`config.mk`:
```
export PLATFORM = sky130hd
export DESIGN_NAME = block_average_downscaler_unit
export DESIGN_NICKNAME = d
export VERILOG_FILES = /design/src/rtl/bads_pkg.sv /design/src/rtl/bads_pos.sv /design/src/rtl/bads_acc.sv /design/src/rtl/block_average_downscaler_unit.sv
export SDC_FILE = /design/constraint.sdc
export NUM_CORES = 1
export LEC_CHECK = 0
export BUFFER_PORTS_ARGS = -buffer_cell sky130_fd_sc_hd__buf_2
export CAP_MARGIN = 0
export CORE_MARGIN = 2
export CORE_UTILIZATION = 67
export DETAILED_ROUTE_END_ITERATION = 8
export PLACE_DENSITY = 0.83
export SLEW_MARGIN = 25
export SYNTH_ARGS = -nofsm -noshare
export SYNTH_HDL_FRONTEND = slang
export SYNTH_SLANG_ARGS = --single-unit
```
`constraint.sdc`:
```
create_clock -name i_clk -period 15.4 [get_ports i_clk]
set_clock_uncertainty 0.2 [all_clocks]
set_input_delay 3.08 -clock i_clk [delete_from_list [all_inputs] [get_ports i_clk]]
set_output_delay 3.08 -clock i_clk [all_outputs]
set_load 0.02 [all_outputs]
```
`src/rtl/bads_pkg.sv`:
```
`default_nettype none

package bads_pkg;

    // image geometry
    localparam int OUT_DIM    = 32;
    localparam int BLOCK_DIM  = 8;
    localparam int IMG_DIM    = OUT_DIM * BLOCK_DIM;
    localparam int BLOCK_AREA = BLOCK_DIM * BLOCK_DIM;

    // block area must be a power of two, the average is a shift
    localparam int AREA_SHIFT = $clog2(BLOCK_AREA);

    // pixel sample taken from bits 31:16 of the word
    localparam int SAMPLE_LO = 16;
    localparam int SAMPLE_W  = 16;
    localparam int SUM_W     = SAMPLE_W + AREA_SHIFT;

    // counter widths
    localparam int SUB_W  = (BLOCK_DIM > 1) ? $clog2(BLOCK_DIM) : 1;
    localparam int BAND_W = (OUT_DIM > 1) ? $clog2(OUT_DIM) : 1;

    localparam logic [SUB_W-1:0]  LAST_SUB  = SUB_W'(BLOCK_DIM - 1);
    localparam logic [BAND_W-1:0] LAST_BAND = BAND_W'(OUT_DIM - 1);

    // result field widths
    localparam int VALUE_W = 8;
    localparam int CELL_W  = 5;

    typedef struct packed {
        logic [31:0] pixel_word;
        logic        frame_start;
    } t_in_item;

    typedef struct packed {
        logic [VALUE_W-1:0] cell_value;
        logic [CELL_W-1:0]  cell_row;
        logic [CELL_W-1:0]  cell_col;
        logic               frame_last;
    } t_out_item;

    // current pixel position, frame start already applied
    typedef struct packed {
        logic [BAND_W-1:0] band;
        logic [BAND_W-1:0] cell_row;
        logic              block_end;
        logic              frame_last;
    } t_pos_info;

    // accumulator bank control
    typedef struct packed {
        logic              update;
        logic              clear_all;
        logic              block_end;
        logic [BAND_W-1:0] band;
    } t_acc_ctl;

    // low bits of a cell index, zero extended where the index is narrow
    function automatic logic [CELL_W-1:0] to_cell(input logic [BAND_W-1:0] idx);
        logic [BAND_W+CELL_W-1:0] wide;
        wide = {{CELL_W{1'b0}}, idx};
        return wide[CELL_W-1:0];
    endfunction

endpackage

`default_nettype wire

```
`src/rtl/bads_pos.sv`:
```
`default_nettype none

module bads_pos
    import bads_pkg::*;
(
    input  wire logic      i_clk,
    input  wire logic      i_rst_n,
    input  wire logic      i_advance,
    input  wire logic      i_frame_start,
    output t_pos_info      o_pos
);

    logic [SUB_W-1:0]  r_sub_col, n_sub_col;
    logic [SUB_W-1:0]  r_sub_row, n_sub_row;
    logic [BAND_W-1:0] r_band, n_band;
    logic [BAND_W-1:0] r_cell_row, n_cell_row;

    logic [SUB_W-1:0]  w_sub_col, w_sub_row;
    logic [BAND_W-1:0] w_band, w_cell_row;
    logic              w_col_wrap, w_band_wrap, w_row_wrap;

    // a frame start puts the pixel at the origin
    always_comb begin
        w_sub_col  = i_frame_start ? '0 : r_sub_col;
        w_sub_row  = i_frame_start ? '0 : r_sub_row;
        w_band     = i_frame_start ? '0 : r_band;
        w_cell_row = i_frame_start ? '0 : r_cell_row;
    end

    assign w_col_wrap  = (w_sub_col == LAST_SUB);
    assign w_band_wrap = w_col_wrap && (w_band == LAST_BAND);
    assign w_row_wrap  = w_band_wrap && (w_sub_row == LAST_SUB);

    always_comb begin
        o_pos.band       = w_band;
        o_pos.cell_row   = w_cell_row;
        o_pos.block_end  = w_col_wrap && (w_sub_row == LAST_SUB);
        o_pos.frame_last = w_row_wrap && (w_cell_row == LAST_BAND);
    end

    // raster step to the next pixel
    always_comb begin
        n_sub_col  = w_col_wrap ? '0 : w_sub_col + SUB_W'(1);
        n_band     = w_band;
        n_sub_row  = w_sub_row;
        n_cell_row = w_cell_row;
        if (w_col_wrap) begin
            n_band = (w_band == LAST_BAND) ? '0 : w_band + BAND_W'(1);
        end
        if (w_band_wrap) begin
            n_sub_row = (w_sub_row == LAST_SUB) ? '0 : w_sub_row + SUB_W'(1);
        end
        if (w_row_wrap) begin
            n_cell_row = (w_cell_row == LAST_BAND) ? '0 : w_cell_row + BAND_W'(1);
        end
    end

    always_ff @(posedge i_clk) begin
        if (!i_rst_n) begin
            r_sub_col  <= '0;
            r_sub_row  <= '0;
            r_band     <= '0;
            r_cell_row <= '0;
        end else if (i_advance) begin
            r_sub_col  <= n_sub_col;
            r_sub_row  <= n_sub_row;
            r_band     <= n_band;
            r_cell_row <= n_cell_row;
        end
    end

endmodule

`default_nettype wire

```
`src/rtl/bads_acc.sv`:
```
`default_nettype none

module bads_acc
    import bads_pkg::*;
(
    input  wire logic                i_clk,
    input  wire logic                i_rst_n,
    input  wire t_acc_ctl            i_ctl,
    input  wire logic [SAMPLE_W-1:0] i_sample,
    output logic      [SUM_W-1:0]    o_sum
);

    logic [SUM_W-1:0] r_acc [OUT_DIM];
    logic [OUT_DIM-1:0] r_valid, n_valid;
    logic [SUM_W-1:0] w_old;

    // an entry that is not valid reads as zero
    always_comb begin
        if (i_ctl.clear_all || !r_valid[i_ctl.band]) begin
            w_old = '0;
        end else begin
            w_old = r_acc[i_ctl.band];
        end
    end

    assign o_sum = w_old + SUM_W'(i_sample);

    always_comb begin
        n_valid = i_ctl.clear_all ? '0 : r_valid;
        n_valid[i_ctl.band] = !i_ctl.block_end;
    end

    always_ff @(posedge i_clk) begin
        if (!i_rst_n) begin
            r_valid <= '0;
        end else if (i_ctl.update) begin
            r_valid <= n_valid;
        end
    end

    always_ff @(posedge i_clk) begin
        if (i_ctl.update) begin
            r_acc[i_ctl.band] <= o_sum;
        end
    end

endmodule

`default_nettype wire

```
`src/rtl/block_average_downscaler_unit.sv`:
```
// channel   direction  handshake                  payload
// in        input      i_in_valid / o_in_stall    i_in_data  (t_in_item)
// out       output     o_out_valid / i_out_stall  o_out_data (t_out_item)
//
// one pixel per cycle sustained while the output does not stall; a pixel
// is held in the input register, its result loads the output register
// the per-pixel path is one 22-bit add on the band accumulator
// reset is synchronous and active low; it empties both registers, zeroes
// the position and marks every band accumulator empty
// a stall on the output holds the result and backs up into the input
// only when the input register also holds a pixel
`default_nettype none

module block_average_downscaler_unit
    import bads_pkg::*;
(
    input  wire logic      i_clk,
    input  wire logic      i_rst_n,
    input  wire logic      i_in_valid,
    output logic           o_in_stall,
    input  wire t_in_item  i_in_data,
    output logic           o_out_valid,
    input  wire logic      i_out_stall,
    output t_out_item      o_out_data
);

    // input register
    logic                r_s1_valid, n_s1_valid;
    logic [SAMPLE_W-1:0] r_sample;
    logic                r_frame_start;

    // result register
    logic      r_out_valid, n_out_valid;
    t_out_item r_out;

    logic             w_advance;
    logic             w_in_xfer;
    t_pos_info        w_pos;
    t_acc_ctl         w_acc_ctl;
    logic [SUM_W-1:0] w_sum;

    // the held pixel moves on when the result slot is free or being emptied
    assign w_advance  = r_s1_valid && (!r_out_valid || !i_out_stall);
    assign o_in_stall = r_s1_valid && !w_advance;
    assign w_in_xfer  = i_in_valid && !o_in_stall;

    always_comb begin
        n_s1_valid = r_s1_valid;
        if (w_in_xfer) begin
            n_s1_valid = 1'b1;
        end else if (w_advance) begin
            n_s1_valid = 1'b0;
        end
    end

    always_ff @(posedge i_clk) begin
        if (!i_rst_n) begin
            r_s1_valid <= 1'b0;
        end else begin
            r_s1_valid <= n_s1_valid;
        end
    end

    // only the upper half of the word is ever summed
    always_ff @(posedge i_clk) begin
        if (w_in_xfer) begin
            r_sample      <= i_in_data.pixel_word[SAMPLE_LO +: SAMPLE_W];
            r_frame_start <= i_in_data.frame_start;
        end
    end

    // raster position of the held pixel
    bads_pos u_pos (
        .i_clk         (i_clk),
        .i_rst_n       (i_rst_n),
        .i_advance     (w_advance),
        .i_frame_start (r_frame_start),
        .o_pos         (w_pos)
    );

    // band accumulators, cleared at frame start and after each block
    always_comb begin
        w_acc_ctl.update    = w_advance;
        w_acc_ctl.clear_all = r_frame_start;
        w_acc_ctl.block_end = w_pos.block_end;
        w_acc_ctl.band      = w_pos.band;
    end

    bads_acc u_acc (
        .i_clk    (i_clk),
        .i_rst_n  (i_rst_n),
        .i_ctl    (w_acc_ctl),
        .i_sample (r_sample),
        .o_sum    (w_sum)
    );

    // a result is loaded only by a pixel that closes a block
    always_comb begin
        if (w_advance) begin
            n_out_valid = w_pos.block_end;
        end else begin
            n_out_valid = r_out_valid && i_out_stall;
        end
    end

    always_ff @(posedge i_clk) begin
        if (!i_rst_n) begin
            r_out_valid <= 1'b0;
        end else begin
            r_out_valid <= n_out_valid;
        end
    end

    // average is the block sum shifted down by the block area, low byte kept
    always_ff @(posedge i_clk) begin
        if (w_advance && w_pos.block_end) begin
            r_out.cell_value <= VALUE_W'(w_sum >> AREA_SHIFT);
            r_out.cell_row   <= to_cell(w_pos.cell_row);
            r_out.cell_col   <= to_cell(w_pos.band);
            r_out.frame_last <= w_pos.frame_last;
        end
    end

    assign o_out_valid = r_out_valid;
    assign o_out_data  = r_out;

    // the last cell of a frame sits in the bottom right corner
    a_last_corner: assert property (@(posedge i_clk) disable iff (!i_rst_n)
        o_out_valid && o_out_data.frame_last |->
            o_out_data.cell_row == to_cell(LAST_BAND) &&
            o_out_data.cell_col == to_cell(LAST_BAND))
        else $error("frame_last away from the last cell");

    // the input backs up only behind a full, stalled result register
    a_stall_cause: assert property (@(posedge i_clk) disable iff (!i_rst_n)
        o_in_stall |-> o_out_valid && i_out_stall)
        else $error("input stalled without an output stall");

    // a new result always comes from a pixel that moved on
    a_result_source: assert property (@(posedge i_clk) disable iff (!i_rst_n)
        $rose(o_out_valid) |-> $past(w_advance))
        else $error("result appeared without a processed pixel");

endmodule

`default_nettype wire

```
# After elaboration in Yosys (flattened, before gate mapping)
# Memory sizes are Yosys's and may differ from the RTL's.
# Index checks and enable logic that the tools add are counted.
# W data, S select, Z words.
[word_totals]
output_inout_bits = 21
mem_bits_rw = 704
input_bits = 37
romBits = 0
latch_bits = 0
reg_bits = 86
wordCells = 67
n_memories = 1
[memory_table]
columns = ["name", "words", "width", "rd", "rd_ports_with_merged_regs", "wr", "line", "rtl"]
rows = [
  ["u_acc.r_acc", 32, 22, 1, 0, 1, "bads_acc.sv:13", "logic [SUM_W-1:0] r_acc [OUT_DIM];"],
]
[classes]
mul = 0
order_cmp = 2
n_bitwise = 0
n_reduce_logical = 19
n_addsub = 5
n_shift = 0
div = 0
eq_ne = 4
mux = 23
[op_table]
columns = ["operator", "n"]
rows = [
  ["$bwmux W32", 1],
  ["$mux W32", 1],
  ["$mux W5", 6],
  ["$add A22 B16 Y22", 1],
  ["$mux W22", 1],
  ["$mux W3", 5],
  ["$add A5 B1 Y5 const B", 2],
  ["$eq A5 B5 Y1 const B", 2],
  ["$logic_and A1 B1 Y1", 10],
  ["$mux W1", 7],
  ["$add A3 B1 Y3 const B", 2],
  ["$eq A3 B3 Y1 const B", 2],
  ["$logic_not A1 Y1", 6],
  ["$lt A5 B6 Y1 const B", 1],
  ["$bmux W1 S5", 1],
  ["$demux W1 S5", 1],
  ["$ge A5 B1 Y1 const B", 1],
  ["$logic_or A1 B1 Y1", 2],
  ["$reduce_bool A2 Y1", 1],
]

# Longest topological paths before layout
[logic_depth]
ltp_word = 8
depth_mapped = 22
mapped_depth_nobuf = 18

# Cells and area by module
# A second synthesis with hierarchy kept.
[hier_totals]
cells_unflattened = 1641
hier_area_um2 = 31731.7
[modules_own_cells]
columns = ["module", "instances", "cells_each", "seq_area_each_um2", "area_each_um2"]
rows = [
  ["bads_acc", 1, 1487, 21780.9, 29613.4],
  ["block_average_downscaler_unit", 1, 46, 1121.1, 1172.4],
  ["bads_pos", 1, 108, 320.3, 945.9],
]

# Worst setup path after synthesis
# Ideal clock, no wire load.
[synth_path]
kind = "input -> output"
startpoint = "input port i_out_stall"
endpoint = "output port o_in_stall"
arrival_time_ns = 3.360
slack_ns = 8.760
path_stages = 1
cell_sequence = "and3_1"
[synth_between]
elab_chain_len = 5
[synth_rtl]
columns = ["item", "line", "rtl"]
rows = [
  ["start: declaration", "block_average_downscaler_unit.sv:23", "input wire logic i_out_stall,"],
  ["$logic_not A1 Y1", "block_average_downscaler_unit.sv:43", "assign w_advance = r_s1_valid && (!r_out_valid || !i_out_stall);"],
  ["$logic_or A1 B1 Y1", "block_average_downscaler_unit.sv:43", ""],
  ["$logic_and A1 B1 Y1", "block_average_downscaler_unit.sv:43", ""],
  ["$logic_not A1 Y1", "block_average_downscaler_unit.sv:44", "assign o_in_stall = r_s1_valid && !w_advance;"],
  ["$logic_and A1 B1 Y1", "block_average_downscaler_unit.sv:44", ""],
  ["end: declaration", "block_average_downscaler_unit.sv:20", "output logic o_in_stall,"],
]
# Every way passes these cells.

# Worst setup path after layout
[layout_path]
startpoint = "register u_pos.r_band[1]"
endpoint = "memory u_acc.r_acc[23][13] (netlist name), data pin"
[layout_between]
elab_chain_len = 7
[layout_rtl]
columns = ["item", "line", "rtl"]
rows = [
  ["start: declaration", "bads_pos.sv:15", "logic [BAND_W-1:0] r_band, n_band;"],
  ["start signal: assignment", "bads_pos.sv:67", "r_band <= n_band;"],
  ["$mux W5 *", "bads_pos.sv:26", "w_band = i_frame_start ? '0 : r_band;"],
  ["$bmux W1 S5", "bads_acc.sv:19", "if (i_ctl.clear_all || !r_valid[i_ctl.band]) begin"],
  ["$mux W1 (not written as such)", "bads_acc.sv:19", ""],
  ["$logic_not A1 Y1", "bads_acc.sv:19", ""],
  ["$logic_or A1 B1 Y1", "bads_acc.sv:19", ""],
  ["$mux W22 *", "bads_acc.sv:19", ""],
  ["$add A22 B16 Y22 *", "bads_acc.sv:26", "assign o_sum = w_old + SUM_W'(i_sample);"],
  ["named net u_acc.o_sum[13]", "bads_acc.sv:10", "output logic [SUM_W-1:0] o_sum"],
  ["end: declaration", "bads_acc.sv:13", ""],
]
# Mark *: on every way through the listed nets, which the timed path passes. The rest lies on a longest branch. The select of a mux whose other input is x is not followed.

==> impl_results.md <==
- Post-CTS setup buffer count: 0
- Post-CTS resize count: 0
- GR Overflow Total: 0
- Initial Util: 68.4%
- RSZ-0062 raised after global routing: false
- Yosys warns: 0
- Netlist cell types: 65
- Initial antenna violation count: 0
- DR WL/cell: roughly 27 microns
- F_max: between 100 and 150 MHz
- Num CTS Buffers: between 50 and 60
- 1st-pass router iterations: 5
- Critical Path RT: 15.53 ns
- Final-stage net count: 1532
- #FFs+latches synth: ~530
- Peak VDD IR: approximately 0.095 mV
- Hpwl dp: approximately 29000 microns
- CTS tree: built
- Drt total wl: about 51000 microns
- CTS root buf: clkbuf_16
- Vias per cell: roughly 7
- Max-cap check violation count: 0
- Layout cells sized above 1: between 10% and 20%
- Number of I/O port buffers: 39
- Relative slew slack: between 30% and 40%
- Mapped Nets: around 1500
- DIE AREA: roughly 34000 sq um
- Antenna Nets Post-Route: 0
- Number of DRC markers in iteration 0: around 2100
- Power Density: approximately 120 nW/um^2
- GP Congestion: between 0.8 and 0.9
- Lkg Pwr: ~0.0077 uW
- Synth area leader: edfxtp_1
- Tcrit/Tclk final: between 40% and 50%
- CP endpoint kind: flop
- Synthesized cell area: approximately 22000 sq um
- Status: finished, final reports clean
- First-pass GRT wire length: 76800 microns
- Sequential cell area fraction in the yosys report: ~71%
- Clock-pin slew on the worst setup and hold paths: ~0.06 ns
- Row count: 65
- Synth top area share: about two thirds
- Fin cells: roughly 1900
- Final hold vios: 0
- Core area: roughly 32000 sq um
- Inst Count DP: roughly 1800
- DIE HEIGHT: approximately 180 microns
- Nature of the critical path startpoint: flop
- Crit path kind: flop to flop
- Synth Flop Type: edfxtp_1
- Post-synth EDFFs: between 400 and 500
- Via count: approximately 14000
- CTS H-tree lvls: 2
- Clk sinks: between 500 and 600
- DR DRC count: 0
- Setup TNS: 0 ns
- Hold Buf Count CTS: 0
- Die Width: 184 microns
- Max Buffers Root-to-Sink: 3
- Arr. time, crit path: ~7.0 ns
- Tmin final: about 6.9 ns
- Synth async-reset ratio: 0%
- Vias in the first global route: 13300
- Ports: 58
- Clk_lat worst skew: 0.57 ns
- Pin count of the biggest net entering global routing: 76
- HP Class: flop to flop
- Setup violators final: 0
- Total Routing Usage GR: 30.6%
- # diodes: 0
- Worst Tran Pin Value: 1.02 ns
- Max Slew Vio Count: 0
- Cell count after synthesis: between 1000 and 1500
- CP Max Fanout: 64
- Layout area overhead: 10.6%
- Syn Area/Cell: 15.2 sq um
- Ranking of synthesized cells by area: edfxtp_1 67%, dfxtp_1 4.6%, mux4_2 4.4%
- Total power: approximately 2900 uW
stage by stage:
step           cell area (sq um)  worst slack, ns  util (%)  hold WS [ns]
3_3_place_gp               22500             8.61      70.8         0.247
6_report                   24000             8.50      75.7         0.266
3_5_place_dp               22500             8.60      70.9         0.262
5_1_grt                    24000             8.11      75.7         0.292
4_1_cts                    24000             8.60      75.6         0.270
2_1_floorplan              21700             8.76         -         0.239
final timing paths:
kind | from | end | slack [ns] | cells past startpoint
hold reg to reg | u_pos.r_sub_col[1] | u_pos.r_sub_col[1] | 0.27 | 2
setup / recovery | u_pos.r_band[1] | u_acc.r_acc[23][13] | 8.50 | 17
setup reg to reg | u_pos.r_band[1] | u_acc.r_acc[23][13] | 8.50 | 17
hold / removal | u_pos.r_sub_col[1] | u_pos.r_sub_col[1] | 0.27 | 2
routing by layer:
| layer | up-vias | track usage (%) | part of all wire (%) |
|---|---|---|---|
| li1 | 5784 | - | - |
| met1 | 6727 | 41.6 | 37 |
| met2 | 931 | 49.8 | 49 |
| met3 | 164 | 4.32 | 10 |
| met4 | 0 | 14.6 | 4.6 |
| met5 | - | 0 | 0 |
critical path, cell delays in order (launching register included):
cell       delay [ns]
dfxtp_1          0.71
nor2b_1          0.29
clkinv_2         0.74
buf_4            0.66
nor3_1           0.29
a211oi_1         0.08
nor3_1           0.46
a31oi_1          0.17
nor2_1           0.19
ha_1             0.34
a211oi_2         0.30
o211ai_1         0.27
a2111oi_2        0.44
nor3_1           0.18
or4_1            0.50
or3_1            0.33
o211ai_2         0.07
buf_4            0.35
logic make-up after synthesis:
| kind of cell | count (synthesis) | synth area share, % |
|---|---|---|
| xor+xnor | 9 | 0.363 |
| buf+inv | 126 | 2.49 |
| fa+ha+maj | 25 | 1.48 |
| simple gates | 351 | 7.63 |
| compound gates | 328 | 11.5 |
| flops | 532 | 71.3 |
| mux | 61 | 5.26 |
registers in the layout, indices dropped and copies added (netlist names):
register and flops:
u_pos.r_sub_row 3, r_s1_valid 1, u_pos.r_band 5, r_sample 14
o_out_data 19, r_frame_start 1, o_out_valid 1, u_acc.r_acc 448
u_acc.r_valid 32, u_pos.r_cell_row 5, u_pos.r_sub_col 3
Yosys cell counts, types with 26 or more instances:
library cell / n
a211oi_1: 41
a21boi_0: 36
nor2_1: 68
edfxtp_1: 482
clkbuf_1: 65
nor2b_1: 46
nand2_1: 129
a31oi_1: 32
nor3_1: 43
a221oi_1: 82
o211ai_1: 26
dfxtp_1: 50
mux4_2: 42
power breakdown:
group	leakage [uW]	internal [uW]	total, uW	switching, uW
clock	0.000730	638	1140	502
sequential	0.00477	1610	1610	3.37
combinational	0.00222	33.9	127	92.6
total	0.00772	2280	2880	598
layout make-up:
class / count / area [sq um]
clock buffer: 73 / 1380
clock inverter: 17 / 131
fill: 1779 / 7720
inverter: 17 / 66.3
multi-input combinational: 774 / 5830
sequential: 532 / 15500
tap: 402 / 503
timing repair buffer: 94 / 608
placed cells by master (no fill, tap or decap), types with 17 or more instances in the layout:
master     synthesis  final
nor2_1            68     64
o211ai_1          26     26
a221oi_1          82     82
edfxtp_1         482    482
buf_2             24     39
mux4_2            42     42
a21boi_0          36     36
a21oi_1           18     18
a31oi_1           32     32
buf_4              4     55
ha_1              24     24
nand3_1           17     17
clkbuf_1          65     20
o311ai_0          19     19
dfxtp_1           50     49
a211oi_1          41     41
nor2b_1           46     45
o21ai_0           23     23
clkbuf_16          0     51
nor3_1            43     39
nand2_1          129    127
Note: power is estimated with default switching activity, not from simulation.
